$ cat config.mk
export PLATFORM = sky130hd
export DESIGN_NAME = wsf_ctrl
export DESIGN_NICKNAME = d
export VERILOG_FILES = /design/src/rtl/wsf_pkg.sv /design/src/rtl/wsf_ctrl.sv
export SDC_FILE = /design/constraint.sdc
export NUM_CORES = 1
export LEC_CHECK = 0
export BUFFER_PORTS_ARGS = -buffer_cell sky130_fd_sc_hd__buf_4
export CAP_MARGIN = 20
export CORE_AREA = 2 2 39 41
export CTS_CLUSTER_SIZE = 24
export DETAILED_ROUTE_END_ITERATION = 8
export DIE_AREA = 0 0 41 43
export SYNTH_ARGS = -nofsm -noshare
export SYNTH_HDL_FRONTEND = slang
export SYNTH_SLANG_ARGS = --single-unit
export TNS_END_PERCENT = 30
$ cat constraint.sdc
create_clock -name clk -period 1.3 [get_ports clk]
set_input_delay 0.195 -clock clk [delete_from_list [all_inputs] [get_ports clk]]
set_output_delay 0.195 -clock clk [all_outputs]
set_load 0.02 [all_outputs]
$ cat src/rtl/wsf_pkg.sv
// ----------------------------------------------------------------------------
// wsf_pkg
// Shared types, register indexes, opcodes and constants for the wheel speed
// filter and odometry block.
// ----------------------------------------------------------------------------
package wsf_pkg;

  localparam int unsigned CFG_IDX_W  = 8;
  localparam int unsigned CFG_DATA_W = 32;

  // register indexes
  localparam logic [CFG_IDX_W-1:0] REG_COUNT_SCALE = 8'd0;
  localparam logic [CFG_IDX_W-1:0] REG_SPEED_LIMIT = 8'd1;
  localparam logic [CFG_IDX_W-1:0] REG_TURN_GAIN   = 8'd2;
  localparam logic [CFG_IDX_W-1:0] REG_INVERT_MASK = 8'd3;

  localparam logic [23:0] COUNT_SCALE_RST = 24'd0;
  localparam logic [30:0] SPEED_LIMIT_RST = 31'd131072;
  localparam logic [23:0] TURN_GAIN_RST   = 24'd65536;
  localparam logic [3:0]  INVERT_MASK_RST = 4'd9;

  // filter coefficient, 0.2 in Q0.16
  localparam logic signed [24:0] ALPHA_Q16 = 25'sd13107;

  // datapath opcodes
  localparam logic [2:0] OP_NONE   = 3'd0;
  localparam logic [2:0] OP_RAW    = 3'd1;
  localparam logic [2:0] OP_ALPHA  = 3'd2;
  localparam logic [2:0] OP_UPDATE = 3'd3;
  localparam logic [2:0] OP_YAW    = 3'd4;
  localparam logic [2:0] OP_RESULT = 3'd5;

  typedef struct packed {
    logic signed [15:0] count_0;
    logic signed [15:0] count_1;
    logic signed [15:0] count_2;
    logic signed [15:0] count_3;
  } wsf_in_t;

  typedef struct packed {
    logic signed [31:0] speed_0;
    logic signed [31:0] speed_1;
    logic signed [31:0] speed_2;
    logic signed [31:0] speed_3;
    logic signed [31:0] forward_velocity;
    logic signed [31:0] yaw_rate;
  } wsf_out_t;

  typedef struct packed {
    logic [23:0] count_scale;
    logic [30:0] speed_limit;
    logic [23:0] turn_gain;
    logic [3:0]  invert_mask;
  } wsf_cfg_t;

  typedef struct packed {
    logic       load_in;
    logic [2:0] op;
    logic [1:0] wheel;
  } wsf_cmd_t;

endpackage

$ cat src/rtl/wsf_ctrl.sv
// ----------------------------------------------------------------------------
// wsf_ctrl
// Sequencer: walks the four wheels through scale, filter and update steps,
// then the odometry step, and owns the result valid flag.
// ----------------------------------------------------------------------------
module wsf_ctrl (
  input  logic              clk,
  input  logic              rst_n,
  input  logic              in_valid,
  output logic              in_ready,
  output logic              out_valid,
  input  logic              out_ready,
  output wsf_pkg::wsf_cmd_t cmd
);
  import wsf_pkg::*;

  localparam logic [2:0] S_IDLE  = 3'd0;
  localparam logic [2:0] S_RAW   = 3'd1;
  localparam logic [2:0] S_ALPHA = 3'd2;
  localparam logic [2:0] S_UPD   = 3'd3;
  localparam logic [2:0] S_YAW   = 3'd4;
  localparam logic [2:0] S_RES   = 3'd5;

  logic [2:0] state_r, state_nxt;
  logic [1:0] wheel_r, wheel_nxt;
  logic       out_valid_r, out_valid_nxt;
  logic       res_fire;

  assign in_ready  = (state_r == S_IDLE);
  assign out_valid = out_valid_r;

  always_comb begin
    state_nxt   = state_r;
    wheel_nxt   = wheel_r;
    res_fire    = 1'b0;
    cmd.load_in = 1'b0;
    cmd.op      = OP_NONE;
    cmd.wheel   = wheel_r;
    unique case (state_r)
      S_IDLE: begin
        if (in_valid) begin
          cmd.load_in = 1'b1;
          wheel_nxt   = 2'd0;
          state_nxt   = S_RAW;
        end
      end
      S_RAW: begin
        cmd.op    = OP_RAW;
        state_nxt = S_ALPHA;
      end
      S_ALPHA: begin
        cmd.op    = OP_ALPHA;
        state_nxt = S_UPD;
      end
      S_UPD: begin
        cmd.op = OP_UPDATE;
        if (wheel_r == 2'd3) begin
          state_nxt = S_YAW;
        end else begin
          wheel_nxt = wheel_r + 2'd1;
          state_nxt = S_RAW;
        end
      end
      S_YAW: begin
        cmd.op    = OP_YAW;
        state_nxt = S_RES;
      end
      S_RES: begin
        // hold until the output register is free
        if (!out_valid_r || out_ready) begin
          cmd.op    = OP_RESULT;
          res_fire  = 1'b1;
          state_nxt = S_IDLE;
        end
      end
      default: begin
        state_nxt = S_IDLE;
      end
    endcase
  end

  assign out_valid_nxt = (out_valid_r && !out_ready) || res_fire;

  always_ff @(posedge clk) begin
    if (!rst_n) begin
      state_r     <= S_IDLE;
      wheel_r     <= 2'd0;
      out_valid_r <= 1'b0;
    end else begin
      state_r     <= state_nxt;
      wheel_r     <= wheel_nxt;
      out_valid_r <= out_valid_nxt;
    end
  end

endmodule

==> results.py <==
metrics = {
    "setup_path": {
        "rrSetupSlack_ns": 0.06,
        "critPathRequiredTime_ns": 1.11,
        "crit_arrival_ns": 1.10,
        "rr_endpoint": "wheel_r[0]",
        "r2r_start": "wheel_r[0]",
        "critPathMaxFanout": 10,
        "path_class": "reg2out",
        "reg2reg_depth": 4,
        "crit_path_start_kind": "flip-flop",
        "endpoint_kind": "output pin",
    },
    "power": {
        "power_frac_seq_pct": 37.2,
        "power_density_mw_per_mm2": 1789,
        "power_frac_comb_pct": 43.7,
        "power.leakage_nw": 0.2030,
        "irDropWorstVdd_mv": 0.5455,
        "power_switching_w": 0.0003462,
        "switching_share_pct": 39.04,
        "clockPowerShare_pct": 19.2,
        "internal_power_w": 0.0005405,
    },
    "floorplanning": {
        "coreArea_mm2": 0.001384,
        "die_w_um": 41,
        "die_y_um": 43,
        "die_area_mm2": 0.001763,
        "ios": 12,
        "placementRows": 14,
        "initial_utilization_pct": 26.40,
    },
    "synthesis": {
        "ys_warn_count": 0,
        "synth_cells": 41,
        "synth-seq-cells": 6,
        "netlist_area_um2": 365.4,
        "synth_seq_area_share_pct": 32.88,
        "synth_nets": 46,
        "yosysTopAreaCell": "dfxtp_1",
        "synth_top_area_share_pct": 32.88,
        "synthTopCellsByArea": "dfxtp_1 (33%), nand2b_1 (5.1%), nor2b_1 (5.1%)",
        "syn_avg_cell_area_um2": 8.911,
        "yosysUniqueCellTypes": 24,
    },
    "placement": {
        "io_buffers": 11,
        "gp_congestion": 0.7027,
        "place_inst": 66,
        "dpl.hpwl_um": 544.3,
        "placed_area_um2": 455.4,
    },
    "cells_and_area": {
        "final_area_um2": 495.5,
        "area_delta_synth_final_pct": 35.62,
        "drive_gt1_share_pct": 43.40,
        "nets": 60,
        "diodes": 0,
        "final_cell_count_no_fill": 69,
    },
    "min_path": {
        "hp-start": "rst_n",
        "min_delay_path_depth": 2,
        "hold_end": "out_valid",
        "hp-class": "in2reg",
    },
    "clock_tree": {
        "cts_buffers": 3,
        "clockBufferDepth": 2,
        "clock_latency_ns": 0.24,
        "cts.clk_slew.worst_paths_ns": 0.05,
        "cts_tree": "yes",
        "hold_buffers": 0,
        "clockRootBuffer": "clkbuf_4",
        "clock-sinks": 6,
        "htreeDepth": 1,
    },
    "routing": {
        "via_per_inst": 4.623,
        "dr.pass1.iters": 2,
        "wl_um": 700,
        "wl_per_cell_um": 10.14,
        "num_vias": 319,
        "drc": 0,
        "first_iter_violations": 3,
        "ant_nets": 0,
    },
    "timing": {
        "fmaxAchievable_mhz": 774.0,
        "worstMarginPinSlew_ns": 0.2324,
        "finalHoldViolCount": 0,
        "rsz0062_at_grt": "yes",
        "slew_headroom_pct": 84.51,
        "skew_ns": 0.006464,
        "setup_viol": 0,
        "min_period_over_period_pct": 99.38,
        "finalMaxSlewViolations": 0,
        "min_period_ns": 1.292,
        "whs_ns": 0.2209,
    },
    "grt": {
        "grt-ovfl-total": 0,
        "gr-usage-all-layers_pct": 9.970,
        "grt_antenna_before_repair": 0,
        "grt_pass1_vias": 275,
        "grt_pass1_wl_um": 1186,
        "grt_max_degree": 11,
    },
    "run_status": {
        "status": "finished clean",
    },
    "flow_run": {
        "maxCapViolCount": 0,
    },
}
==> cell usage in the layout, fill, tap and decap left out, types with 2 or more instances in the layout <==
cell type	count
buf_4	12
nand2_1	4
nand2b_1	3
clkbuf_4	3
a21oi_1	2
o21a_1	2
nor2_1	2
nor2b_1	2
o22ai_1	2
dfxtp_2	2
dfxtp_4	2
dfxtp_1	2
==> worst max-delay path by stage <==
| stage | startpoint | endpoint | slack (ns) |
|---|---|---|---|
| after floorplan | wheel_r[0] | wheel_r[0] | 0.05 |
| after global placement | wheel_r[0] | wheel_r[1] | 0.09 |
| after detailed placement | wheel_r[0] | wheel_r[0] | 0.05 |
| after CTS | state_r[2] | cmd[5] | -0.02 |
| after global routing | state_r[2] | cmd[5] | -0.06 |
| final | state_r[2] | cmd[5] | 0.008 |
==> synth_stat cells <==
| master | instances |
|---|---|
| o21a_1 | 2 |
| buf_6 | 1 |
| nand2b_1 | 3 |
| inv_1 | 1 |
| xnor2_1 | 1 |
| nor3b_1 | 1 |
| and2_1 | 1 |
| a21boi_0 | 1 |
| nand4bb_2 | 1 |
| buf_4 | 2 |
| o221ai_1 | 1 |
| a21oi_1 | 2 |
| ha_1 | 1 |
| o21bai_1 | 1 |
| o22ai_1 | 2 |
| a21bo_2 | 1 |
| nand2_1 | 4 |
| nor3_2 | 1 |
| o41a_1 | 1 |
| a31oi_1 | 1 |
| nor3_1 | 1 |
| nor2b_1 | 3 |
| dfxtp_1 | 6 |
| nor2_1 | 2 |
==> critical path, cell delays in order (launching register included) <==
cell and delay (ns):
dfxtp_4 0.37, nor3_4 0.20, and2_1 0.14, buf_4 0.13
==> power groups by stage <==
stage	clock (W)	combinational, W	sequential, W
floorplan	0	0.000368	0.000241
global placement	0	0.000391	0.000317
detailed placement	0	0.000390	0.000320
CTS	0.000180	0.000392	0.000326
global route	0.000190	0.000423	0.000340
finish	0.000170	0.000387	0.000329
==> routing by layer <==
metal  part of all wire (%)  track usage [%]  vias to the layer above  routed length [um]
met5                      0                0                        -                   0
met4                      0            6.000                        0                   0
met3                    3.6            3.141                        0                  25
met2                     46            12.81                        6                 319
met1                     51            13.96                      140                 354
li1                       -                -                      173                   -
==> sequential cells by signal (all words and copies together) (netlist names) <==
signal and flops:
state_r 3, wheel_r 2, out_valid 1
==> through the flow <==
step / utilization, % / power, W / setup WS [ns] / TNS (ns)
floorplan: - / 0.0006084 / 0.04612 / 0
global placement: 32.91 / 0.0007080 / 0.09052 / 0
detailed placement: 32.91 / 0.0007100 / 0.05391 / 0
CTS: 35.17 / 0.0008977 / -0.01805 / -0.01805
global route: 35.80 / 0.0009531 / -0.05531 / -0.1483
finish: 35.80 / 0.0008866 / 0.008050 / 0
==> what timing repair did <==
action                                  in CTS  in global routing
resized for setup                            5                  3
endpoints found under the setup margin       4                  5
pin swaps                                    0                  1
buffers inserted                             0                  0
==> layout make-up <==
type	count	area, um^2
fill	153	888.4
multi-input combinational	31	229.0
sequential	6	130.1
timing repair buffer	12	90.09
clock buffer	3	22.52
tap	16	20.02
inverter	1	3.754
==> cell families after synthesis <==
group | synth area share, %
simple gates | 28.77
buf+inv | 8.217
xor+xnor | 2.398
flops | 32.88
compound gates | 24.32
fa+ha+maj | 3.424
Power figures use the tool's default switching activity.
